`config.mk`:
```
export PLATFORM = sky130hd
export DESIGN_NAME = hmmap_queue
export DESIGN_NICKNAME = d
export VERILOG_FILES = /design/src/hdl/hmmap_pkg.sv /design/src/hdl/hmmap_queue.sv
export SDC_FILE = /design/constraint.sdc
export NUM_CORES = 1
export LEC_CHECK = 0
export ABC_AREA = 1
export BUFFER_PORTS_ARGS = -buffer_cell sky130_fd_sc_hd__buf_2
export CORE_UTILIZATION = 45
export CTS_BUF_LIST = sky130_fd_sc_hd__clkbuf_2 sky130_fd_sc_hd__clkbuf_4 sky130_fd_sc_hd__clkbuf_8
export DETAILED_ROUTE_END_ITERATION = 8
export PLACE_DENSITY = 0.79
export SETUP_SLACK_MARGIN = 0.5
export SLEW_MARGIN = 20
export SYNTH_ARGS = -nofsm -noshare
export SYNTH_HDL_FRONTEND = slang
export SYNTH_SLANG_ARGS = --single-unit
```
`constraint.sdc`:
```
create_clock -name clk -period 3.3 [get_ports clk]
set_clock_uncertainty 0.05 [all_clocks]
set_input_delay 0.165 -clock clk [delete_from_list [all_inputs] [get_ports clk]]
set_output_delay 0.165 -clock clk [all_outputs]
set_load 0.02 [all_outputs]
```
`src/hdl/hmmap_pkg.sv`:
```
`default_nettype none

package hmmap_pkg;

    localparam int RAM_AW      = 15;
    localparam int RAM_DEPTH   = 1 << RAM_AW;
    localparam int BOOT_AW     = 8;
    localparam int BOOT_DEPTH  = 1 << BOOT_AW;
    localparam int OFFSET_W    = 8;
    localparam int QUEUE_DEPTH = 2;
    localparam int QPTR_W      = $clog2(QUEUE_DEPTH);
    localparam int QCNT_W      = $clog2(QUEUE_DEPTH + 1);

    localparam logic [15:0] ROM_TOP     = 16'h7FFF;
    localparam logic [15:0] BOOT_TOP    = 16'h00FF;
    localparam logic [15:0] ECHO_LO     = 16'hE000;
    localparam logic [15:0] ECHO_HI     = 16'hFDFF;
    localparam logic [15:0] ECHO_SHIFT  = 16'h2000;
    localparam logic [15:0] JOYPAD_ADDR = 16'hFF00;
    localparam logic [15:0] DMA_ADDR    = 16'hFF46;
    localparam logic [15:0] BOOT_OFF_ADDR = 16'hFF50;
    localparam logic [15:0] OAM_BASE    = 16'hFE00;

    localparam logic [RAM_AW-1:0] BOOT_OFF_IDX = BOOT_OFF_ADDR[RAM_AW-1:0];
    localparam logic [RAM_AW-1:0] DMA_REG_IDX  = DMA_ADDR[RAM_AW-1:0];
    localparam logic [RAM_AW-1:0] OAM_BASE_IDX = OAM_BASE[RAM_AW-1:0];

    localparam logic [7:0] ECHO_PAGE_LO  = ECHO_LO[15:8];
    localparam logic [7:0] ECHO_PAGE_HI  = ECHO_HI[15:8];
    localparam logic [7:0] ECHO_PAGE_SUB = ECHO_SHIFT[15:8];
    localparam logic [7:0] JOYPAD_MASK   = 8'h0F;
    localparam logic [7:0] BOOT_OFF_VAL  = 8'h01;

    typedef enum logic [1:0] {
        CMD_READ      = 2'd0,
        CMD_WRITE     = 2'd1,
        CMD_LOAD_CART = 2'd2,
        CMD_LOAD_BOOT = 2'd3
    } cmd_t;

    typedef enum logic [2:0] {
        OP_NOP,
        OP_RD_ROM,
        OP_RD_RAM,
        OP_WR_RAM,
        OP_DMA,
        OP_LD_CART,
        OP_LD_BOOT
    } op_t;

    typedef enum logic [1:0] {
        SRC_RAM,
        SRC_CART,
        SRC_BOOT
    } src_t;

    typedef enum logic [2:0] {
        ST_CLEAR,
        ST_IDLE,
        ST_RESP,
        ST_DMA_RD,
        ST_DMA_WR,
        ST_DMA_FIN
    } back_state_t;

    typedef struct packed {
        op_t               kind;
        logic [RAM_AW-1:0] mem_addr;
        logic [7:0]        wdata;
        logic              echo;
        logic              boot_window;
    } dec_t;

endpackage

`default_nettype wire

```
`src/hdl/hmmap_queue.sv`:
```
`default_nettype none

module hmmap_queue
(
    input  wire logic            clk,
    input  wire logic            rst_n,
    input  wire logic            push,
    input  wire hmmap_pkg::dec_t push_entry,
    output logic                 push_ready,
    input  wire logic            pop,
    output logic                 pop_valid,
    output hmmap_pkg::dec_t      pop_entry
);

    hmmap_pkg::dec_t entries_reg [hmmap_pkg::QUEUE_DEPTH];
    logic [hmmap_pkg::QPTR_W-1:0] wr_ptr_reg, wr_ptr_next;
    logic [hmmap_pkg::QPTR_W-1:0] rd_ptr_reg, rd_ptr_next;
    logic [hmmap_pkg::QCNT_W-1:0] count_reg, count_next;
    logic do_pop;

    assign push_ready = count_reg != hmmap_pkg::QCNT_W'(hmmap_pkg::QUEUE_DEPTH);
    assign pop_valid  = count_reg != '0;
    assign pop_entry  = entries_reg[rd_ptr_reg];
    assign do_pop     = pop && pop_valid;

    always_comb
    begin
        wr_ptr_next = wr_ptr_reg;
        rd_ptr_next = rd_ptr_reg;
        count_next  = count_reg;
        if (push)
            wr_ptr_next = (wr_ptr_reg == hmmap_pkg::QPTR_W'(hmmap_pkg::QUEUE_DEPTH - 1))
                          ? '0 : wr_ptr_reg + 1'b1;
        if (do_pop)
            rd_ptr_next = (rd_ptr_reg == hmmap_pkg::QPTR_W'(hmmap_pkg::QUEUE_DEPTH - 1))
                          ? '0 : rd_ptr_reg + 1'b1;
        if (push && !do_pop)
            count_next = count_reg + 1'b1;
        else if (!push && do_pop)
            count_next = count_reg - 1'b1;
    end

    always_ff @(posedge clk or negedge rst_n)
    begin
        if (!rst_n)
        begin
            wr_ptr_reg <= '0;
            rd_ptr_reg <= '0;
            count_reg  <= '0;
        end
        else
        begin
            wr_ptr_reg <= wr_ptr_next;
            rd_ptr_reg <= rd_ptr_next;
            count_reg  <= count_next;
        end
    end

    always_ff @(posedge clk)
    begin
        if (push)
            entries_reg[wr_ptr_reg] <= push_entry;
    end

endmodule

`default_nettype wire

```
; Word level (Yosys, flattened, before mapping)
; Memory sizes are Yosys's and may differ from the RTL's.
; Cells that the tools add are included.
[classes]
reduce_logical = 7
addsub = 4
n_mux = 6
n_eq_ne = 1
[ops]
columns = operator, count
row1 = 1-bit two-way mux, 4
row2 = 2-bit two-way mux, 2
row3 = 2-bit nonzero test, 2
row4 = 1-bit logical AND, 3
row5 = 1-bit adder (second input constant), 2
row6 = 2-bit by 1-bit adder with 2-bit output (second input constant), 1
row7 = 1-bit logical NOT, 2
row8 = 2-bit != test (second input constant), 1
row9 = 2-bit by 1-bit subtractor with 2-bit output (second input constant), 1
[totals]
mem_bits_rw = 56
output_inout_bits = 30
ff_bits = 4
memories = 1
input_bits = 32
[mem_list]
columns = name, words, word_bits, read_ports, rd_ports_with_merged_regs, wr, line_no
row1 = entries_reg, 2, 28, 1, 0, 1, hmmap_queue.sv:15  ; hmmap_pkg::dec_t entries_reg [hmmap_pkg::QUEUE_DEPTH];

; Depth between registers and ports, before layout
[logic_depth]
ltp_word = 5
ltp_mapped = 9
depth_no_buf = 9

; Worst setup path after synthesis
; Ideal clock, no wire load.
[synth_path]
path_kind = flip-flop to flip-flop
start = reg wr_ptr_reg
end = mem entries_reg[0][0] (netlist name) (enable)
arrival_ns = 1.600
period_less_slack_ns = 2.063
stages_incl_launch_ff = 2
path_slack_ns = 1.237
required_ns = 2.837
setup_ns = 0.413
path_cell_list = dfrtp_1 -> nor2_1
[synth_rtl]
columns = element, line_no
row1 = start: declaration, hmmap_queue.sv:16  ; logic [hmmap_pkg::QPTR_W-1:0] wr_ptr_reg, wr_ptr_next;
row2 = start signal: assignment, hmmap_queue.sv:53  ; wr_ptr_reg <= wr_ptr_next;
row3 = end: declaration, hmmap_queue.sv:15
; Straight into the memory's write port.

==> results_dict.tcl <==
set metrics [dict create \
    status "complete, no violations" \
    regArea_um2 1782 \
    grt_pass1_wl_um 6306 \
    grt-ovfl-total 0 \
    fill_cells 373 \
    ctsHoldBuffers 29 \
    setup_viol 0 \
    io_buffers 61 \
    viasPerCell 4.402 \
    p_leak_nw 1.348 \
    post_drt_wl_per_cell_um 11.96 \
    grtUsageTotal 0.1684 \
    max_freq_mhz 591.1 \
    min-delay-path-class "in2reg" \
    yosysWarnings 0 \
    clk_latency_ns 0.31 \
    rows 25 \
    drt-initial-drc-count 170 \
    multi_input_area_um2 410.4 \
    layout_common_cells "nand2_1 (94), buf_2 (61), edfxtp_1 (56)" \
    yosysUniqueCellTypes 14 \
    path_clk_slew_ns 0.06 \
    total_power_mw 2.483 \
    path_class "reg2out" \
    io_pins 62 \
    clockBufferDepth 2 \
    grt_max_degree 30 \
    endpoint_kind "output port" \
    critPathRequiredTime_ns 3.08 \
    netlist_instances 174 \
    area_growth_pct 34.96 \
    period_needed_ns 1.692 \
    finalInstanceArea_um2 3048 \
    cts_made_buffers 9 \
    setup_tns_ns 0 \
    h-tree-depth 3 \
    power_density_nw_per_um2 814.7 \
    drive_gt1_frac 0.2804 \
    antenna_found_initial 0 \
    fp.dieH_um 72.84 \
    core_area_um2 4786 \
    tightest_slew_ns 0.7992 \
    maxCapViolations 0 \
    final_common_cell "nand2_1" \
    clockRootBuffer "clkbuf_8" \
    irDropWorstVdd_mv 0.3811 \
    dieArea_um2 5306 \
    diodes 0 \
    synth-seq-cells 60 \
    placed_area_um2 2615 \
    fin_nets 303 \
    cts_tree "yes" \
    gp_congestion 0.6051 \
    rsz0062_at_grt "no" \
    fin_crit_sh 0.5126 \
    cts.sinks 60 \
    netlist_area_um2 2258 \
    firstDrtPassIters 4 \
    ys_seq_area_frac 0.7889 \
    syn_nets 207 \
    grt_pass1_vias 1457 \
    worst_ep_arrival_time_ns 1.48 \
    drtAntennaViolNets 0 \
    startpoint_type "flop" \
    maxSlewViolCount 0 \
    die_width_um 72.84 \
    wirelength_um 4044 \
    start_util 0.4719 \
    largest_register_ffs 56 \
    drcViolationCount 0 \
    finalHoldViolCount 0 \
    post_cts_resized 0 \
    avgSynthCellArea_um2 12.98 \
    path_max_fanout 29 \
    cts_setup_buffers 0 \
    dp.final_hpwl_um 2391 \
    slew-limit-headroom 0.4660 \
    num_vias 1488 \
]
-- synth_stat cells --
master,n,share of area
buf_6,2,0.010
xor2_1,1,0.0039
dfrtp_1,4,0.044
ha_1,1,0.0055
inv_2,1,0.0017
inv_1,6,0.010
xnor2_1,1,0.0039
buf_4,2,0.0066
nand2_1,94,0.16
nor2_1,1,0.0017
nand3_1,2,0.0044
nand4_1,1,0.0028
edfxtp_1,56,0.74
buf_2,2,0.0044
-- routing by layer --
layer / global-route usage / share of wire / vias up
li1: - / - / 764
met1: 0.1914 / 0.42 / 678
met2: 0.2856 / 0.53 / 40
met3: 0.04144 / 0.039 / 6
met4: 0.1068 / 0.014 / 0
met5: 0 / 0 / -
-- worst max-delay path, stage by stage (launching register included) --
cell     delay, ns
dfrtp_1       0.39
inv_2         0.38
nand2_1       0.12
nand2_1       0.09
buf_2         0.16
-- kinds of logic after synthesis --
| group | Yosys count | synth area share |
|---|---|---|
| simple gates | 98 | 0.1651 |
| buf+inv | 13 | 0.03268 |
| fa+ha+maj | 1 | 0.005539 |
| flops | 60 | 0.7889 |
| xor+xnor | 2 | 0.007758 |
-- worst paths after layout --
| kind | startpoint | to | slack (ns) | depth (start not counted) |
|---|---|---|---|---|
| min reg2reg | count_reg[0] | count_reg[0] | 0.46 | 1 |
| max in group asynchronous | rst_n | count_reg[0] | 2.92 | 2 |
| max | rd_ptr_reg | pop_entry[18] | 1.61 | 4 |
| min | push | wr_ptr_reg | 0.03 | 2 |
| min in group asynchronous | rst_n | wr_ptr_reg | 0.16 | 2 |
| max reg2reg | wr_ptr_reg | entries_reg[0][17] | 1.80 | 1 |
-- report_power, final --
part	internal, mW	leakage (nW)	total (mW)	switching, mW
Combinational	0.273	0.699	0.913	0.639
Sequential	1.02	0.573	1.07	0.0512
Clock	0.270	0.0755	0.501	0.232
Total	1.56	1.35	2.48	0.922
-- per-stage QoR --
step,hold slack (ns),std cells,util,setup WS (ns)
after floorplan,-0.1806,174,-,1.237
after global placement,-0.07517,297,0.5464,1.595
after detailed placement,-0.07463,297,0.5464,1.552
after CTS,0.01605,338,0.6369,1.543
after global routing,0.04203,338,0.6369,1.478
final,0.03031,338,0.6369,1.608
-- cell type report --
type	instances	area share
Timing Repair Buffer	91	0.1979
Inverter	7	0.008621
Tap cell	67	0.02750
Clock inverter	1	0.001232
Sequential cell	60	0.5846
Clock buffer	11	0.04557
Multi-Input combinational cell	101	0.1346
(Power assumes the default switching activity.)
