## src/hdl/hmmap_pkg.sv

```systemverilog
`default_nettype none

package hmmap_pkg;

    localparam int RAM_AW      = 15;
    localparam int RAM_DEPTH   = 1 << RAM_AW;
    localparam int BOOT_AW     = 8;
    localparam int BOOT_DEPTH  = 1 << BOOT_AW;
    localparam int OFFSET_W    = 8;
    localparam int QUEUE_DEPTH = 2;
    localparam int QPTR_W      = $clog2(QUEUE_DEPTH);
    localparam int QCNT_W      = $clog2(QUEUE_DEPTH + 1);

    localparam logic [15:0] ROM_TOP     = 16'h7FFF;
    localparam logic [15:0] BOOT_TOP    = 16'h00FF;
    localparam logic [15:0] ECHO_LO     = 16'hE000;
    localparam logic [15:0] ECHO_HI     = 16'hFDFF;
    localparam logic [15:0] ECHO_SHIFT  = 16'h2000;
    localparam logic [15:0] JOYPAD_ADDR = 16'hFF00;
    localparam logic [15:0] DMA_ADDR    = 16'hFF46;
    localparam logic [15:0] BOOT_OFF_ADDR = 16'hFF50;
    localparam logic [15:0] OAM_BASE    = 16'hFE00;

    localparam logic [RAM_AW-1:0] BOOT_OFF_IDX = BOOT_OFF_ADDR[RAM_AW-1:0];
    localparam logic [RAM_AW-1:0] DMA_REG_IDX  = DMA_ADDR[RAM_AW-1:0];
    localparam logic [RAM_AW-1:0] OAM_BASE_IDX = OAM_BASE[RAM_AW-1:0];

    localparam logic [7:0] ECHO_PAGE_LO  = ECHO_LO[15:8];
    localparam logic [7:0] ECHO_PAGE_HI  = ECHO_HI[15:8];
    localparam logic [7:0] ECHO_PAGE_SUB = ECHO_SHIFT[15:8];
    localparam logic [7:0] JOYPAD_MASK   = 8'h0F;
    localparam logic [7:0] BOOT_OFF_VAL  = 8'h01;

    typedef enum logic [1:0] {
        CMD_READ      = 2'd0,
        CMD_WRITE     = 2'd1,
        CMD_LOAD_CART = 2'd2,
        CMD_LOAD_BOOT = 2'd3
    } cmd_t;

    typedef enum logic [2:0] {
        OP_NOP,
        OP_RD_ROM,
        OP_RD_RAM,
        OP_WR_RAM,
        OP_DMA,
        OP_LD_CART,
        OP_LD_BOOT
    } op_t;

    typedef enum logic [1:0] {
        SRC_RAM,
        SRC_CART,
        SRC_BOOT
    } src_t;

    typedef enum logic [2:0] {
        ST_CLEAR,
        ST_IDLE,
        ST_RESP,
        ST_DMA_RD,
        ST_DMA_WR,
        ST_DMA_FIN
    } back_state_t;

    typedef struct packed {
        op_t               kind;
        logic [RAM_AW-1:0] mem_addr;
        logic [7:0]        wdata;
        logic              echo;
        logic              boot_window;
    } dec_t;

endpackage

`default_nettype wire

```

## src/hdl/hmmap_front.sv

```systemverilog
`default_nettype none

module hmmap_front
(
    input  wire logic               s_tvalid,
    output logic                    s_tready,
    input  wire logic [23:0]        s_tdata,   // address[15:0], write_data[23:16]
    input  wire logic [1:0]         s_tuser,   // cmd[1:0]
    input  wire logic               clearing,
    input  wire logic               q_ready,
    output logic                    q_push,
    output hmmap_pkg::dec_t         q_entry
);

    logic [15:0] addr;
    logic [7:0]  data;
    logic [15:0] shifted;
    logic        is_rom;
    logic        is_echo;
    logic [hmmap_pkg::RAM_AW-1:0] ram_idx;

    always_comb
    begin
        addr    = s_tdata[15:0];
        data    = s_tdata[23:16];
        shifted = addr - hmmap_pkg::ECHO_SHIFT;
        is_rom  = addr <= hmmap_pkg::ROM_TOP;
        is_echo = (addr >= hmmap_pkg::ECHO_LO) && (addr <= hmmap_pkg::ECHO_HI);
        ram_idx = is_echo ? shifted[hmmap_pkg::RAM_AW-1:0] : addr[hmmap_pkg::RAM_AW-1:0];
    end

    always_comb
    begin
        q_entry.kind        = hmmap_pkg::OP_NOP;
        q_entry.mem_addr    = ram_idx;
        q_entry.wdata       = data;
        q_entry.echo        = 1'b0;
        q_entry.boot_window = addr <= hmmap_pkg::BOOT_TOP;
        case (hmmap_pkg::cmd_t'(s_tuser))
            hmmap_pkg::CMD_READ:
            begin
                q_entry.echo = is_echo;
                if (is_rom)
                begin
                    q_entry.kind     = hmmap_pkg::OP_RD_ROM;
                    q_entry.mem_addr = addr[hmmap_pkg::RAM_AW-1:0];
                end
                else
                begin
                    q_entry.kind = hmmap_pkg::OP_RD_RAM;
                end
            end
            hmmap_pkg::CMD_WRITE:
            begin
                q_entry.echo = is_echo;
                if (is_rom)
                    q_entry.kind = hmmap_pkg::OP_NOP;
                else if (addr == hmmap_pkg::DMA_ADDR)
                    q_entry.kind = hmmap_pkg::OP_DMA;
                else
                    q_entry.kind = hmmap_pkg::OP_WR_RAM;
                // joypad register keeps its low nibble high
                if (addr == hmmap_pkg::JOYPAD_ADDR)
                    q_entry.wdata = data | hmmap_pkg::JOYPAD_MASK;
            end
            hmmap_pkg::CMD_LOAD_CART:
            begin
                q_entry.kind     = hmmap_pkg::OP_LD_CART;
                q_entry.mem_addr = addr[hmmap_pkg::RAM_AW-1:0];
            end
            hmmap_pkg::CMD_LOAD_BOOT:
            begin
                q_entry.kind     = hmmap_pkg::OP_LD_BOOT;
                q_entry.mem_addr = {{(hmmap_pkg::RAM_AW-hmmap_pkg::BOOT_AW){1'b0}},
                                    addr[hmmap_pkg::BOOT_AW-1:0]};
            end
            default:
            begin
                q_entry.kind = hmmap_pkg::OP_NOP;
            end
        endcase
    end

    assign s_tready = q_ready && !clearing;
    assign q_push   = s_tvalid && s_tready;

endmodule

`default_nettype wire

```

## config.mk

```make
export PLATFORM = sky130hd
export DESIGN_NAME = hmmap_front
export DESIGN_NICKNAME = d
export VERILOG_FILES = /design/src/hdl/hmmap_pkg.sv /design/src/hdl/hmmap_front.sv
export SDC_FILE = /design/constraint.sdc
export NUM_CORES = 1
export LEC_CHECK = 0
export ABC_AREA = 1
export BUFFER_PORTS_ARGS = -buffer_cell sky130_fd_sc_hd__buf_2
export CORE_AREA = 2 2 39 41
export DETAILED_ROUTE_END_ITERATION = 6
export DIE_AREA = 0 0 41 43
export GPL_TIMING_DRIVEN = 0
export PLACE_DENSITY = 0.84
export RECOVER_POWER = 25
export SLEW_MARGIN = 20
export SYNTH_ARGS = -nofsm -noshare
export SYNTH_HDL_FRONTEND = slang
export SYNTH_SLANG_ARGS = --single-unit
```

## constraint.sdc

```tcl
create_clock -name vclk -period 1
set_input_delay 0.1 -clock vclk [all_inputs]
set_output_delay 0.1 -clock vclk [all_outputs]
set_load 0.01 [all_outputs]
```

# Yosys cells after proc, flatten, opt, wreduce, memory -nomap -nowiden
# Index checks and enable logic that the tools add are counted.
[totals] register_bits=0 in_bits=29 elab_cells=26
[op_classes] addsub=1 order_cmp=4 eq_ne=5 mux=10 reduce_logical=6
[op_table] cell="case mux 15 bit (3 select lines)" count=1
[op_table] cell="equality test 16 bit, second input constant" count=2
[op_table] cell="two-way mux 15 bit" count=2
[op_table] cell=">= comparator 16 bit, second input constant" count=1
[op_table] cell="<= comparator 16 x 15 -> 1 bit, second input constant" count=1
[op_table] cell="<= comparator 16 bit, second input constant" count=1
[op_table] cell="<= comparator 16 x 8 -> 1 bit, second input constant" count=1
[op_table] cell="subtractor 15 x 14 -> 15 bit, second input constant" count=1
[op_table] cell="case mux 3 bit (4 select lines)" count=1
[op_table] cell="two-way mux 4 bit" count=2
[op_table] cell="two-way mux 3 bit" count=2
[op_table] cell="equality test 2 bit, second input constant" count=2
[op_table] cell="logical AND 1 bit" count=3
[op_table] cell="equality test 2 x 1 -> 1 bit, second input constant" count=1
[op_table] cell="logical NOT 2 bit" count=1
[op_table] cell="two-way mux 2 bit" count=1
[op_table] cell="OR reduction 2 bit" count=1
[op_table] cell="logical NOT 1 bit" count=1
[op_table] cell="two-way mux 1 bit" count=1

# Depth between registers and ports, before layout
# Gate-level depths: netlist of run 1.
[depth] ltp_word=5 depth_mapped=7 mapped_depth_nobuf=7

# Worst setup path before layout of run 1
# Ideal clock, no wire load.
[synth_timing] path_kind="input -> output" start="input s_tdata[10]" end="output q_entry[23] (netlist name)" arrival_ns=0.645 slack_ns=0.255 stages=6 n_path_buf=0 path_cell_list="nand2_1 nor2_2 inv_2 nand2_1 nand2_1 a21oi_1"
[synth_lines] item="start, declared" line_no="hmmap_front.sv:7" rtl="input wire logic [23:0] s_tdata,"
[synth_lines] item="end, declared" line_no="hmmap_front.sv:12" rtl="output hmmap_pkg::dec_t q_entry"

==> results by group, run 1 <==
Cells and area
  • Commonest non-fill, non-tap cell in the layout: buf_2
  • CLK BUF: 0
  • Most frequent cells in the layout: buf_2, inv_1, nand2_1, nor2_1, buf_4
  • Share of post-route cells with drive strength above 1: 51.0%
  • Nets@finish: 180
  • Antenna Cells: 0
  • Area Overhead vs Synth: 80.5%
  • Flip-flop and latch count: 0
  • Register area: 0 sq um

Global route
  • First-pass GRT wire length: 1900 um
  • Largest net degree at the start of global routing: 7
  • GR Overflow Total: 0
  • Initial antenna violation count: 0
  • GRT Overall Usage: 14.2%
  • Vias in the first global route: 569

Job
  • Max-cap violation count: 0

Setup path
  • CP Class: in2out
  • CP Launch Point: s_tdata[8]
  • Slowest stage delay, CP: 0.13 ns
  • Critical path arrival: 0.86 ns
  • Most used cell, CP: nand2_1
  • Worst EP required: 0.90 ns
  • Highest net fanout along the worst path: 3
  • CP max-delay cell: buf_2
  • Cell Chain, Critical Path: buf_2 > nand2_2 > nor2_4 > inv_2 > nor2_4 > nand2_1 > nand2_1 > nand2_1 > buf_2
  • Critical Path Sink: q_entry[26]
  • CP Depth: 9
  • CP Buf/Inv Count: 3
  • Startpoint types: input pin
  • Setup crit end kind: primary output
  • Top Family by Delay on Critical Path: simple AND/OR/NAND/NOR gates

Worst hold path
  • Hold Crit Class: in2out

Timing
  • Slew HR: 81.7%
  • Final setup vio count: 0
  • Max Slew Vio Count: 0
  • FMAX: 1.05 GHz
  • Fin crit share: 95.6%
  • Fin crit period: 0.956 ns
  • Worst Tran Pin Value: 0.273 ns
  • Final hold violation count: 0
  • Fin Setup TNS: 0 ns

Route
  • DR WL/cell: 7.90 um
  • Vias per inst: 4.24
  • Vias: 699
  • Drt first pass iters: 3
  • Post-route DRC violation count: 0
  • Antenna Nets Post-Route: 0
  • Detailed Route WL: 1300 um
  • Violation count after the first detailed-route iteration: 3

Synth
  • Synth Cell Area: 429 sq um
  • Area leader, netlist: buf_4
  • Post-Syn Nets: 122
  • Avg Cell Area, Syn: 4.61 sq um
  • Seq/Total Area, Yosys: 0%
  • Synth unique cells: 13
  • Top cells by area, synth: buf_4, inv_1, nand2_1, nor2_1, nand4_1
  • Area share of the largest cell type after synthesis: 21.0%
  • Syn Inst Count: 93
  • Yosys warnings: 0

Clock tree
  • Post-CTS Hold Fix Bufs: 0

Power and ir drop
  • Sw frac: 51.6%
  • Pwr dens: 385 nW/um^2
  • NetSw: 0.154 mW
  • Leakage power total: 0.507 nW
  • Peak supply drop: 0.000172 V
  • Overall power: 0.298 mW
  • Pint: 0.144 mW
  • Sequential share of power: 0%
  • Logic pwr share: 100.0%
  • Clock power share: 0%

Placement
  • HPWL Detailed: 1140 um
  • GP Congestion: 0.668
  • I/O Buffers: 55

Floorplanning
  • Die area: 1760 sq um
  • Die height: 43 um
  • Starting density of the core: 31.0%
  • Number of core rows: 14
  • Core outline area: 1380 sq um
  • IO Count: 59
  • Die X: 41 um

Status
  • Status: finished, final reports clean
how the worst min path moves through the flow:
stage	slack, ns	end	start	cells past startpoint
floorplan	0.25	q_entry[1]	s_tuser[1]	1
global placement	0.38	q_entry[7]	s_tdata[21]	2
detailed placement	0.38	q_entry[6]	s_tdata[20]	2
CTS	0.38	q_entry[6]	s_tdata[20]	2
global route	0.42	q_entry[6]	s_tdata[20]	2
finish	0.41	q_entry[6]	s_tdata[20]	2
timing repair:
item	in CTS	in global routing
gates resized for setup	0	15
setup endpoints to repair	0	8
setup buffers	0	1
Yosys cell counts (all sizes together):
cell,n
o21ai,1
inv,25
nor3b,1
buf,12
nor2,22
nand4,4
nand2,24
a21oi,1
nand3,3
final cells by class:
class	instances	area (sq um)
tap	16	20.0
timing repair buffer	56	289
buffer	12	90.1
inverter	25	93.8
fill	143	609
multi-input combinational	56	282
power groups by stage:
stage	sequential [mW]	clock, mW	combinational, mW
after floorplan	0	0	0.147
after global placement	0	0	0.272
after detailed placement	0	0	0.279
after CTS	0	0	0.280
after global routing	0	0	0.330
final	0	0	0.298
metrics by stage:
step / cells / instance area (sq um) / worst slack, ns / util, % / hold slack, ns
floorplan: 93 / 429 / 0.255 / - / 0.248
global placement: 164 / 724 / 0.0511 / 52.4 / 0.384
detailed placement: 164 / 724 / 0.0249 / 52.4 / 0.384
CTS: 164 / 724 / 0.0250 / 52.4 / 0.384
global route: 165 / 774 / -0.00839 / 56.0 / 0.423
finish: 165 / 774 / 0.0439 / 56.0 / 0.407
per-layer routing:
layer,up-vias,global-route usage (%),routed length [um]
li1,369,-,-
met1,297,15.2,480
met2,33,29.1,700
met3,0,0,122
met4,0,0.667,0
met5,-,0,0
kinds of logic (layout without fill, tap and decap cells):
group / Yosys count / in the layout / synth area share [%]
buffers and inverters: 37 / 93 / 42.9
AND/OR/NAND/NOR: 54 / 54 / 54.8
AO/OA/AOI/OAI: 2 / 2 / 2.33
No activity file was read; power rests on OpenSTA's default activity.
==> run 2, diff against run 1 <==
ABC_AREA = not set   (was 1)
CAP_MARGIN = 0   (was not set)
PLACE_DENSITY = 0.77   (was 0.84)
==> run 2 against run 1 <==
The run now ends with setup timing left. Global-route usage down 1.1 points. Utilization shrank 5.6 points. Critical path depth is 4 lower. Count of clock-buffer cells in the layout is the same. Synthesized cell count shrank 49%. Die area did not move. Combinational power shrank 5%. Via count fell by 22%. Hold slack better by 0.0031 ns. Highest routed layer unchanged.
==> results by group, run 2 <==
Status
  • Status: complete, but fails checks
  • Failing checks: setup timing

Synth
  • Synth Cell Area: 347 sq um (-19%)
  • Simple-gate portion of the synthesized area: 51.3% (-3.5 points)
  • Area leader, netlist: buf_4
  • Compound-Gate Fraction of Synth Area: 19.1% (+17 points)
  • Mux contribution to synthesized area: 0% (unchanged)
  • Most frequent cell after synthesis: buf_4
  • Top cells by area, synth: buf_4, and2_1, o21bai_1, and4_1, nor4_4
  • Main combinational cell family by area after synthesis: simple AND/OR/NAND/NOR gates
  • Area share of the largest cell type after synthesis: 26.0% (+5.0 points)
  • Synth cell count leaders: buf_4, and2_1, o21bai_1, and4_1
  • Post-Syn Nets: 76 (-38%)
  • Synth Area in Adders: 0% (unchanged)
  • Yosys warnings: 0 (unchanged)
  • Syn Inst Count: 47 (-49%)
  • Seq/Total Area, Yosys: 0% (unchanged)
  • Synth unique cells: 22 (+9)
  • Avg Cell Area, Syn: 7.37 sq um (+60%)
  • Post-synthesis xor/xnor area fraction: 2.53% (+2.5 points)

Timing
  • Final hold violation count: 0 (unchanged)
  • Final setup vio count: 8 (+8)
  • Slew HR: 81.9% (+0.27 points)
  • Fin crit share: 109% (+14 points)
  • Fin crit period: 1.09 ns (+0.136 ns)
  • Max Slew Vio Count: 0 (unchanged)
  • Fin Setup TNS: -0.590 ns (-0.590 ns)
  • FMAX: 0.916 GHz (-12%)
  • Worst Tran Pin Value: 0.269 ns (-0.00419 ns)
  • RSZ-0062 raised after global routing: true
  • Worst hold slack: 0.411 ns (+0.00314 ns)
  • Worst Slack Setup Final: -0.0922 ns (-0.136 ns)

Placement
  • Placed Area: 642 sq um (-11%)
  • GP Congestion: 0.684 (+2.5%)
  • I/O Buffers: 55 (unchanged)
  • Pre-CTS worst setup slack: -0.139 ns (-0.164 ns)
  • HPWL Detailed: 1020 um (-10%)
  • Dpl cells: 118 (-28%)

Global route
  • GR Overflow Total: 0 (unchanged)
  • GRT Overall Usage: 13.1% (-1.1 points)
  • Largest net degree at the start of global routing: 8 (+1)
  • First-pass GRT wire length: 1740 um (-8.7%)
  • Initial antenna violation count: 0 (unchanged)
  • Vias in the first global route: 447 (-21%)

Route
  • Detailed Route WL: 1210 um (-7.1%)
  • Vias per inst: 4.58 (+8.1%)
  • Vias: 545 (-22%)
  • Post-route DRC violation count: 0 (unchanged)
  • DR WL/cell: 10.2 um (+29%)
  • Violation count after the first detailed-route iteration: 1 (-2)
  • Drt first pass iters: 3 (unchanged)
  • Antenna Nets Post-Route: 0 (unchanged)

Setup path
  • CP Class: in2out
  • Setup crit end kind: primary output
  • Worst EP required: 0.90 ns (about the same)
  • Highest net fanout along the worst path: 5 (+2)
  • Startpoint types: input pin
  • Critical path arrival: 0.99 ns (+0.13 ns)

Cells and area
  • Final std cells w/o fill: 119 (-28%)
  • Area Overhead vs Synth: 101%
  • Filler cells: 141 (-1.4%)
  • CLK BUF: 0 (unchanged)
  • Register area: 0 sq um (unchanged)
  • Antenna Cells: 0 (unchanged)
  • Most frequent cells in the layout: buf_2, buf_4, and2_1, clkbuf_1
  • Commonest non-fill, non-tap cell in the layout: buf_2
  • Core Util, Final: 50.4% (-5.6 points)
  • Final instance area: 697 sq um (-10%)
  • Share of post-route cells with drive strength above 1: 66.0% (+15 points)
  • Flip-flop and latch count: 0 (unchanged)
  • Nets@finish: 134 (-26%)

Worst hold path
  • Hold Crit Class: in2out

Floorplanning
  • Number of core rows: 14 (unchanged)
  • Die X: 41 um (unchanged)
  • Core outline area: 1380 sq um (unchanged)
  • Die area: 1760 sq um (unchanged)
  • Die height: 43 um (unchanged)
  • IO Count: 59 (unchanged)
  • Starting density of the core: 25.0% (-6.0 points)

Power and ir drop
  • Clock power share: 0% (unchanged)
  • Sequential share of power: 0% (unchanged)
  • Pwr dens: 405 nW/um^2 (+5.2%)
  • Overall power: 0.282 mW (-5.3%)
  • Peak supply drop: 0.000107 V (-38%)
  • NetSw: 0.126 mW (-18%)
  • Logic pwr share: 100.0% (about the same)
  • Sw frac: 44.5% (-7.1 points)
  • Leakage power total: 0.390 nW (-23%)
  • Pint: 0.157 mW (+8.6%)

Job
  • Max-cap violation count: 0 (unchanged)

Clock tree
  • Post-CTS Hold Fix Bufs: 0 (unchanged)
==> run 2: cell types whose count changed after synthesis, moves of 2 or more <==
cell	previous run	this run
nor2b_1	0	2
nand3_1	3	1
and4_1	0	3
nand2_1	23	2
inv_1	23	1
nor2_2	2	0
nand4_1	4	0
or4_1	0	2
inv_2	2	0
nor2_1	19	1
o21bai_1	0	4
and2_1	0	6
==> run 2: power groups by stage <==
stage	clock network, mW	registers [mW]	logic (mW)
global route	0	0	0.309
CTS	0	0	0.276
floorplan	0	0	0.128
detailed placement	0	0	0.262
global placement	0	0	0.257
finish	0	0	0.282
==> run 2: what timing repair did <==
| action | CTS | global route |
|---|---|---|
| pin swaps | 9 | 6 |
| setup buffers | 0 | 1 |
| gates resized for setup | 7 | 6 |
| cloned | 0 | 0 |
| endpoints found under the setup margin | 9 | 9 |
==> run 2: critical path, cell delays in order <==
cell and delay (ns):
buf_6 0.10, nor4_4 0.32, nand4_4 0.15, o21bai_1 0.17
buf_2 0.15
==> run 2: worst paths after layout <==
kind	start	end	depth (start not counted)
worst max-delay path	s_tdata[4]	q_entry[3]	5
worst min-delay path	s_tdata[22]	q_entry[8]	2
==> run 2: logic make-up (layout without fill, tap and decap cells) <==
| family | count (synthesis) | after routing |
|---|---|---|
| xor+xnor | 1 | 1 |
| simple gates | 24 | 24 |
| buf+inv | 13 | 69 |
| compound gates | 9 | 9 |
==> run 2: routing by layer <==
metal / wire (um) / track usage (%) / vias up
li1: - / - / 273
met1: 398 / 13.6 / 242
met2: 669 / 27.2 / 30
met3: 143 / 0.524 / 0
met4: 0 / 0 / 0
met5: 0 / 0 / -
==> run 2: area by class of cell <==
| class | count | area, sq um | share of cell area (%) |
|---|---|---|---|
| plain buffers | 12 | 90.1 | 12.9 |
| inverters | 1 | 3.75 | 0.539 |
| multi-input cells | 34 | 272 | 39.0 |
| well taps | 16 | 20.0 | 2.87 |
| repair buffers | 56 | 312 | 44.7 |
==> run 3, diff against run 2 <==
==> constraint.sdc (replaced) <==
create_clock -name vclk -period 1
set_input_delay 0.1 -clock vclk [all_inputs]
set_output_delay 0.1 -clock vclk [all_outputs]
set_load 0.1 [all_outputs]
==> run 3 against run 2 <==
Sequential cell count stayed put. Cell count unchanged. Die area unchanged. Wire length is 31% higher. The flow still finishes with violations (setup timing). Critical path depth stayed put. Utilization grew 23 points. Power grew to 3.2 times the previous value.
==> results by group, run 3 (same netlist as run 2, synthesis figures left out) <==
Route
  • Vias: 565 (+3.7%)
  • Vias per inst: 4.75 (+3.7%)
  • Detailed Route WL: 1590 um (+31%)
  • Routed wl met2: 923 um (+38%)
  • DRT met1 WL: 532 um (+34%)
  • Met3 routed WL: 135 um (-5.6%)
  • DR WL/cell: 13.4 um (+31%)
  • Violation count after the first detailed-route iteration: 1 (unchanged)
  • Drt first pass iters: 2 (-1)
  • Highest routed metal layer: met3
  • Antenna Nets Post-Route: 0 (unchanged)
  • Post-route DRC violation count: 0 (unchanged)

Timing
  • FMAX: 0.766 GHz (-16%)
  • Worst hold slack: 0.553 ns (+0.142 ns)
  • Final setup vio count: 9 (+1)
  • RSZ-0062 raised after global routing: true
  • Slew HR: 63.7% (-18 points)
  • Fin crit period: 1.31 ns (+0.214 ns)
  • Fin crit share: 131% (+21 points)
  • Worst Tran Pin Value: 0.548 ns (+0.278 ns)
  • Final hold violation count: 0 (unchanged)
  • Max Slew Vio Count: 0 (unchanged)
  • Worst Slack Setup Final: -0.306 ns (-0.214 ns)

Worst hold path
  • Hold Crit Class: in2out
  • Worst hold start: s_tdata[19]
  • Hold endpoint: q_entry[5]
  • Hold Path Stages: 3 (+1)

Placement
  • GP Congestion: 0.660 (-3.6%)
  • Dpl cells: 118 (unchanged)
  • I/O Buffers: 55 (unchanged)
  • HPWL Detailed: 1090 um (+6.5%)
  • Placed Area: 805 sq um (+25%)

Job
  • Max-cap violation count: 0 (unchanged)

Setup path
  • Critical path arrival: 1.21 ns (+0.22 ns)
  • Worst EP required: 0.90 ns (about the same)
  • Setup crit end kind: primary output
  • Highest net fanout along the worst path: 5 (unchanged)
  • CP Class: in2out
  • Startpoint types: input pin
  • CP Launch Point: s_tdata[3]

Status
  • Failing checks: setup timing
  • Status: complete, but fails checks

Cells and area
  • Commonest non-fill, non-tap cell in the layout: buf_2
  • Antenna Cells: 0 (unchanged)
  • Share of post-route cells with drive strength above 1: 94.2% (+28 points)
  • Final std cells w/o fill: 119 (unchanged)
  • CLK BUF: 0 (unchanged)
  • Final instance area: 1010 sq um (+46%)
  • Nets@finish: 134 (unchanged)
  • Area Overhead vs Synth: 193%
  • Register area: 0 sq um (unchanged)
  • Most frequent cells in the layout: buf_2, buf_4, buf_6, buf_12
  • Flip-flop and latch count: 0 (unchanged)

Power and ir drop
  • Peak supply drop: 0.000437 V (+310%)
  • Sequential share of power: 0% (unchanged)
  • Pint: 0.265 mW (+69%)
  • NetSw: 0.634 mW (+400%)
  • Clock power share: 0% (unchanged)
  • Leakage power total: 0.490 nW (+26%)
  • Pwr dens: 886 nW/um^2 (+120%)
  • Logic pwr share: 100.0% (about the same)
  • Overall power: 0.899 mW (+220%)
  • Sw frac: 70.5% (+26 points)

Floorplanning
  • Die height: 43 um (unchanged)
  • Die X: 41 um (unchanged)
  • Starting density of the core: 25.0% (unchanged)
  • Die area: 1760 sq um (unchanged)
  • Number of core rows: 14 (unchanged)
  • Core outline area: 1380 sq um (unchanged)
  • IO Count: 59 (unchanged)

Global route
  • Largest net degree at the start of global routing: 8 (unchanged)
  • Initial antenna violation count: 0 (unchanged)
  • Vias in the first global route: 542 (+21%)
  • GR Overflow Total: 0 (unchanged)
  • GRT Overall Usage: 18.6% (+5.5 points)
  • First-pass GRT wire length: 2390 um (+37%)

Clock tree
  • Post-CTS Hold Fix Bufs: 0 (unchanged)
==> run 3: cell count changes in the layout (fill, tap and decap cells not counted), moves of 4 or more <==
cell      before  now
and2_1         6    0
o21bai_4       0    4
clkbuf_1       5    0
buf_2         45   29
buf_12         0    7
buf_6          4   11
clkbuf_2       0    5
o21bai_1       4    0
and2_2         0    5
==> run 3: timing repair <==
| action | CTS | global route |
|---|---|---|
| setup buffers | 1 | 0 |
| endpoints found under the setup margin | 15 | 15 |
| resized for setup | 55 | 2 |
| pin swaps | 9 | 5 |
==> run 3: cell type report <==
cell class	count	area [sq um]
Buffer	12	90.1
Fill cell	93	369
Inverter	1	3.75
Multi-Input combinational cell	34	429
Tap cell	16	20.0
Timing Repair Buffer	56	472
==> run 3: power by group through the flow <==
| stage | clock network, mW | registers, mW | logic, mW |
|---|---|---|---|
| 2_1_floorplan | 0 | 0 | 0.648 |
| 3_3_place_gp | 0 | 0 | 0.779 |
| 3_5_place_dp | 0 | 0 | 0.785 |
| 4_1_cts | 0 | 0 | 0.892 |
| 5_1_grt | 0 | 0 | 0.927 |
| 6_report | 0 | 0 | 0.899 |
==> run 3: worst max-delay path, cell delays in order <==
cell      delay (ns)
buf_6           0.10
nor4_4          0.33
nand4_4         0.26
o21bai_4        0.22
buf_12          0.19
==> run 3: metal layers <==
layer / vias to the layer above / track usage [%]
li1: 272 / -
met1: 262 / 20.7
met2: 31 / 37.5
met3: 0 / 0.524
met4: 0 / 0
met5: - / 0
==> run 3: stage by stage <==
step	util, %	TNS (ns)	setup slack, ns
6_report	73.3	-2.19	-0.306
5_1_grt	73.3	-2.44	-0.344
4_1_cts	72.9	-2.09	-0.299
3_5_place_dp	58.1	-5.25	-0.541
3_3_place_gp	58.1	-5.12	-0.530
2_1_floorplan	-	-2.37	-0.335
==> run 3: worst max path at each step <==
stage | endpoint | slack (ns) | cells past startpoint
6_report | q_entry[4] | -0.31 | 5
4_1_cts | q_entry[4] | -0.30 | 5
2_1_floorplan | q_entry[2] | -0.34 | 3
5_1_grt | q_entry[4] | -0.34 | 5
3_5_place_dp | q_entry[2] | -0.54 | 5
3_3_place_gp | q_entry[2] | -0.53 | 5
